`config.mk`:
```
export PLATFORM = sky130hd
export DESIGN_NAME = ilid_ctrl
export DESIGN_NICKNAME = d
export VERILOG_FILES = /design/src/ilid_pkg.sv /design/src/ilid_ctrl.sv
export SDC_FILE = /design/constraint.sdc
export NUM_CORES = 1
export LEC_CHECK = 0
export BUFFER_PORTS_ARGS = -buffer_cell sky130_fd_sc_hd__buf_4
export CAP_MARGIN = 20
export CORE_AREA = 3 3 40 42
export DETAILED_ROUTE_END_ITERATION = 7
export DIE_AREA = 0 0 43 45
export GPL_ROUTABILITY_DRIVEN = 0
export PLACE_DENSITY = 0.58
export SLEW_MARGIN = 20
export SYNTH_ARGS = -nofsm -noshare
export SYNTH_HDL_FRONTEND = slang
export SYNTH_SLANG_ARGS = --single-unit
```
`constraint.sdc`:
```
create_clock -name i_clk -period 4.34 [get_ports i_clk]
set_input_delay 0.868 -clock i_clk [delete_from_list [all_inputs] [get_ports i_clk]]
set_output_delay 0.868 -clock i_clk [all_outputs]
set_load 0.005 [all_outputs]
```
`src/ilid_pkg.sv`:
```
// Package for the indexed list block: sizes, codes, request/result types
// and the control/status structs between controller and datapath.
// Depends on nothing; every other file refers to it by scoped names.
package ilid_pkg;

    localparam int CAPACITY = 1024;
    localparam int ELEM_W   = 32;

    localparam int ADDR_W = $clog2(CAPACITY);
    localparam int CNT_W  = $clog2(CAPACITY + 1);
    localparam int POS_W  = 11;
    localparam int CMP_W  = (CNT_W > POS_W) ? CNT_W : POS_W;

    localparam logic [1:0] CMD_INSERT = 2'd0;
    localparam logic [1:0] CMD_GET    = 2'd1;
    localparam logic [1:0] CMD_DELETE = 2'd2;

    localparam logic [1:0] ST_DONE  = 2'd0;
    localparam logic [1:0] ST_RANGE = 2'd1;
    localparam logic [1:0] ST_FULL  = 2'd2;

    typedef struct packed {
        logic [1:0]  command;
        logic [10:0] position;
        logic [31:0] element;
    } t_req;

    typedef struct packed {
        logic [1:0]  status;
        logic [31:0] read_value;
        logic [10:0] length;
    } t_result;

    // controller -> datapath
    typedef struct packed {
        logic load;      // latch the request
        logic rd_first;  // issue the first memory read of the command
        logic shift;     // move one entry, read the next one
        logic put;       // write the new element at its position
        logic commit;    // update the count and present the result
    } t_dp_ctl;

    // datapath -> controller
    typedef struct packed {
        logic is_ins;
        logic ins_ok;
        logic get_ok;
        logic del_ok;
        logic ins_direct;  // insert at the end: nothing to move
        logic del_last;    // delete of the last entry: nothing to move
        logic step_last;   // the entry just read is the last one to move
    } t_dp_sts;

    function automatic logic [ELEM_W-1:0] to_elem(input logic [31:0] v);
        logic [63:0] t;
        t = {32'd0, v};
        return t[ELEM_W-1:0];
    endfunction

    function automatic logic [31:0] from_elem(input logic [ELEM_W-1:0] e);
        logic [63:0] t;
        t = 64'(e);
        return t[31:0];
    endfunction

    function automatic logic [CMP_W-1:0] cnt_cmp(input logic [CNT_W-1:0] c);
        logic [63:0] t;
        t = 64'(c);
        return t[CMP_W-1:0];
    endfunction

    function automatic logic [CMP_W-1:0] pos_cmp(input logic [POS_W-1:0] p);
        logic [63:0] t;
        t = 64'(p);
        return t[CMP_W-1:0];
    endfunction

endpackage

```
`src/ilid_ctrl.sv`:
```
// Controller state machine of the indexed list block.
// Depends on ilid_pkg (state-independent structs t_dp_ctl, t_dp_sts).
module ilid_ctrl (
    input  logic             i_clk,
    input  logic             i_rst_n,
    input  logic             i_start,
    input  ilid_pkg::t_dp_sts i_sts,
    output ilid_pkg::t_dp_ctl o_ctl,
    output logic             o_busy,
    output logic             o_done
);

    typedef enum logic [4:0] {
        S_IDLE  = 5'b00001,
        S_CHECK = 5'b00010,
        S_SHIFT = 5'b00100,
        S_PUT   = 5'b01000,
        S_DONE  = 5'b10000
    } t_state;

    t_state r_state, n_state;

    always_ff @(posedge i_clk) begin
        if (!i_rst_n) begin
            r_state <= S_IDLE;
        end else begin
            r_state <= n_state;
        end
    end

    always_comb begin
        n_state = r_state;
        o_ctl   = '0;
        case (r_state)
            S_IDLE: begin
                if (i_start) begin
                    o_ctl.load = 1'b1;
                    n_state    = S_CHECK;
                end
            end
            S_CHECK: begin
                if (i_sts.ins_ok) begin
                    if (i_sts.ins_direct) begin
                        n_state = S_PUT;
                    end else begin
                        o_ctl.rd_first = 1'b1;
                        n_state        = S_SHIFT;
                    end
                end else if (i_sts.get_ok) begin
                    o_ctl.rd_first = 1'b1;
                    n_state        = S_DONE;
                end else if (i_sts.del_ok && !i_sts.del_last) begin
                    o_ctl.rd_first = 1'b1;
                    n_state        = S_SHIFT;
                end else begin
                    n_state = S_DONE;
                end
            end
            S_SHIFT: begin
                o_ctl.shift = 1'b1;
                if (i_sts.step_last) begin
                    n_state = i_sts.is_ins ? S_PUT : S_DONE;
                end
            end
            S_PUT: begin
                o_ctl.put = 1'b1;
                n_state   = S_DONE;
            end
            S_DONE: begin
                o_ctl.commit = 1'b1;
                n_state      = S_IDLE;
            end
            default: begin
                n_state = S_IDLE;
            end
        endcase
    end

    assign o_busy = (r_state != S_IDLE);
    assign o_done = (r_state == S_DONE);

endmodule

```
==> results.json <==
{
  "outcome": "finished, final reports clean",
  "routed_wire_length_per_instance_um": 12.4,
  "port_buffers": 16,
  "internal-power_w": 0.0000971,
  "overflow": 0,
  "fin_tns_setup_ns": 0,
  "yosys.area_share.simple": 0.425,
  "final_antenna_net_count": 0,
  "synth.distinct_cells": 29,
  "hold_viol": 0,
  "core_area_um2": 1280,
  "ys_top_cells_by_area": "dfxtp_1 25%, nor2b_1 9.5%, nor3_1 3.8%, o21ai_0 3.8%, buf_4 3.8%",
  "vdd_drop_max_mv": 0.0811,
  "clock_path_buffers": 2,
  "ys_seq_area_frac": 0.254,
  "max_freq_ghz": 0.385,
  "critPathCaptureType": "primary output",
  "synth_compound_area_frac": 0.181,
  "cts_sinks": 5,
  "syn_nets": 58,
  "die_h_um": 45,
  "grt_max_degree": 12,
  "pwr-share-clk": 0.417,
  "synth_ff_type": "dfxtp_1",
  "hold_end": "r_state[0]",
  "crit_fanout": 9,
  "finalCriticalPeriod_ns": 2.60,
  "finalSetupViolations": 0,
  "fin_crit_sh": 0.599,
  "antennaDiodeCount": 0,
  "htreeDepth": 1,
  "reg2reg_depth": 4,
  "r2r_setup_slack_ns": 2.73,
  "yosysMostFrequentCell": "nor2b_1",
  "via_per_inst": 5.14,
  "synth_xor_area_frac": 0.0222,
  "grt_pass1_wl_um": 1660,
  "via_count": 406,
  "yosys-top-cells-count": "6 x nor2b_1, 5 x dfxtp_1, 4 x nand2_1, 3 x nor3_1, 3 x o21ai_0",
  "synth_edf_count": 0,
  "tritoncts": "built",
  "leakage_nw": 0.229,
  "synth_seq_cells": 5,
  "power.density_nw_per_um2": 243,
  "async_reset_ff_frac": 0,
  "pwr-share-comb": 0.184,
  "yosys.area_share.adder": 0,
  "io_pins": 17,
  "routed_wl_um": 977,
  "finalMaxSlewViolations": 0,
  "postCtsHoldBufs": 0,
  "yosysWarnings": 0,
  "cts_resized": 0,
  "r2r-end": "r_state[4]",
  "n_fill_cell": 127,
  "rsz0062_at_grt": "false",
  "power_frac_seq": 0.399,
  "r2r-start": "r_state[0]",
  "power_w": 0.000129,
  "rows": 13,
  "largest_reg_flops": 5,
  "drtIter0Drc": 7,
  "final_nets": 75,
  "drv_cap": 0,
  "syn_avg_cell_area_um2": 8.21,
  "grt_usage": 0.110,
  "die_width_um": 43,
  "path_clk_slew_ns": 0.05,
  "post_cts_buffers": 0,
  "synth_top_family_by_area": "simple AND/OR/NAND/NOR gates",
  "yosysTopAreaCellShare": 0.254,
  "setup.worst_path.class": "flip-flop to primary output",
  "syn_inst": 48,
  "cts_buffers": 3,
  "muxShareOfSynthArea": 0.0286,
  "finClkSkew_ns": 0.00329,
  "grt_pass1_vias": 385,
  "antenna_found_initial": 0,
  "switchingPower_w": 0.0000314,
  "dpl.hpwl_um": 736,
  "start_util": 0.307,
  "clk_latency_ns": 0.24,
  "hold_path_depth": 2,
  "power_switching_share": 0.244,
  "largest-register": "r_state",
  "arrival_ns": 1.73,
  "worstMarginPinSlew_ns": 0.360,
  "hp-class": "flip-flop to flip-flop",
  "area_delta_synth_final_pct": 34.0,
  "worstHoldStart": "r_state[4]",
  "synth_top_cell_by_area": "dfxtp_1",
  "start_kind": "flip-flop",
  "largestRegisters": "r_state: 5 flops",
  "dieArea_um2": 1940,
  "clock-root-buffer": "clkbuf_4",
  "critPathRequiredTime_ns": 3.47,
  "drc": 0,
  "relSlewSlack": 0.760,
  "drive_gt1_frac": 0.375,
  "dr.pass1.iters": 4,
  "syn-cell-area_um2": 394
}
-- final cells by class --
class                   instances  area [µm²]  share of cell area
clock buffers                   4        26.3              0.0498
inverters                       1        3.75             0.00711
multi-input cells              38         259               0.491
flip-flops and latches          5         100               0.190
well taps                      15        18.8              0.0355
repair buffers                 16         120               0.227
-- through the flow --
| stage | instances | area (µm²) | worst slack [ns] | hold slack [ns] | util |
|---|---|---|---|---|---|
| 4_1_cts | 79 | 528 | 1.71 | 0.649 | 0.411 |
| 3_3_place_gp | 75 | 502 | 1.96 | 0.637 | 0.390 |
| 2_1_floorplan | 48 | 394 | 2.19 | 0.555 | - |
| 3_5_place_dp | 75 | 502 | 1.95 | 0.648 | 0.390 |
| 5_1_grt | 79 | 528 | 1.64 | 0.718 | 0.411 |
| 6_report | 79 | 528 | 1.74 | 0.650 | 0.411 |
-- metal layers --
layer / global-route usage / wire [µm]
met2: 0.174 / 455
met4: 0.0542 / 0
met3: 0.0159 / 54
met1: 0.147 / 468
met5: 0 / 0
-- critical path, cell delays in order, from the launching register on --
cell and delay [ns]:
dfxtp_1 0.48, or4b_4 0.53, nor2_1 0.19, o311a_1 0.19, buf_4 0.10
-- power by group through the flow --
stage           Clock, W  Sequential, W  Combinational [W]
2_1_floorplan          0      0.0000488          0.0000154
6_report       0.0000536      0.0000513          0.0000237
4_1_cts        0.0000564      0.0000514          0.0000240
3_3_place_gp           0      0.0000521          0.0000237
5_1_grt        0.0000597      0.0000518          0.0000267
3_5_place_dp           0      0.0000520          0.0000239
-- cells in the final DEF, fill, tap and decap left out, types with 2 or more instances in the layout --
| master | count |
|---|---|
| buf_4 | 16 |
| nor2b_1 | 6 |
| dfxtp_1 | 5 |
| nand2_1 | 4 |
| nor3_1 | 3 |
| o21ai_0 | 3 |
| clkbuf_4 | 3 |
| nor4_1 | 2 |
| nor2_1 | 2 |
-- how the worst max path moves through the flow --
| stage | slack, ns | startpoint | cells past startpoint | to |
|---|---|---|---|---|
| 4_1_cts | 1.71 | r_state[1] | 4 | o_ctl[3] |
| 5_1_grt | 1.64 | r_state[1] | 4 | o_ctl[3] |
| 6_report | 1.74 | r_state[1] | 4 | o_ctl[3] |
| 3_5_place_dp | 1.95 | i_sts[3] | 4 | o_ctl[3] |
| 3_3_place_gp | 1.96 | i_sts[3] | 4 | o_ctl[3] |
| 2_1_floorplan | 2.19 | r_state[3] | 4 | o_ctl[3] |
-- kinds of logic (layout without fill, tap and decap cells) --
logic type,after synthesis,in the layout
compound gates,10,10
buf+inv,5,21
xor+xnor,1,1
flops,5,5
mux,1,1
simple gates,26,26
Note: power is estimated with default switching activity, not from simulation.
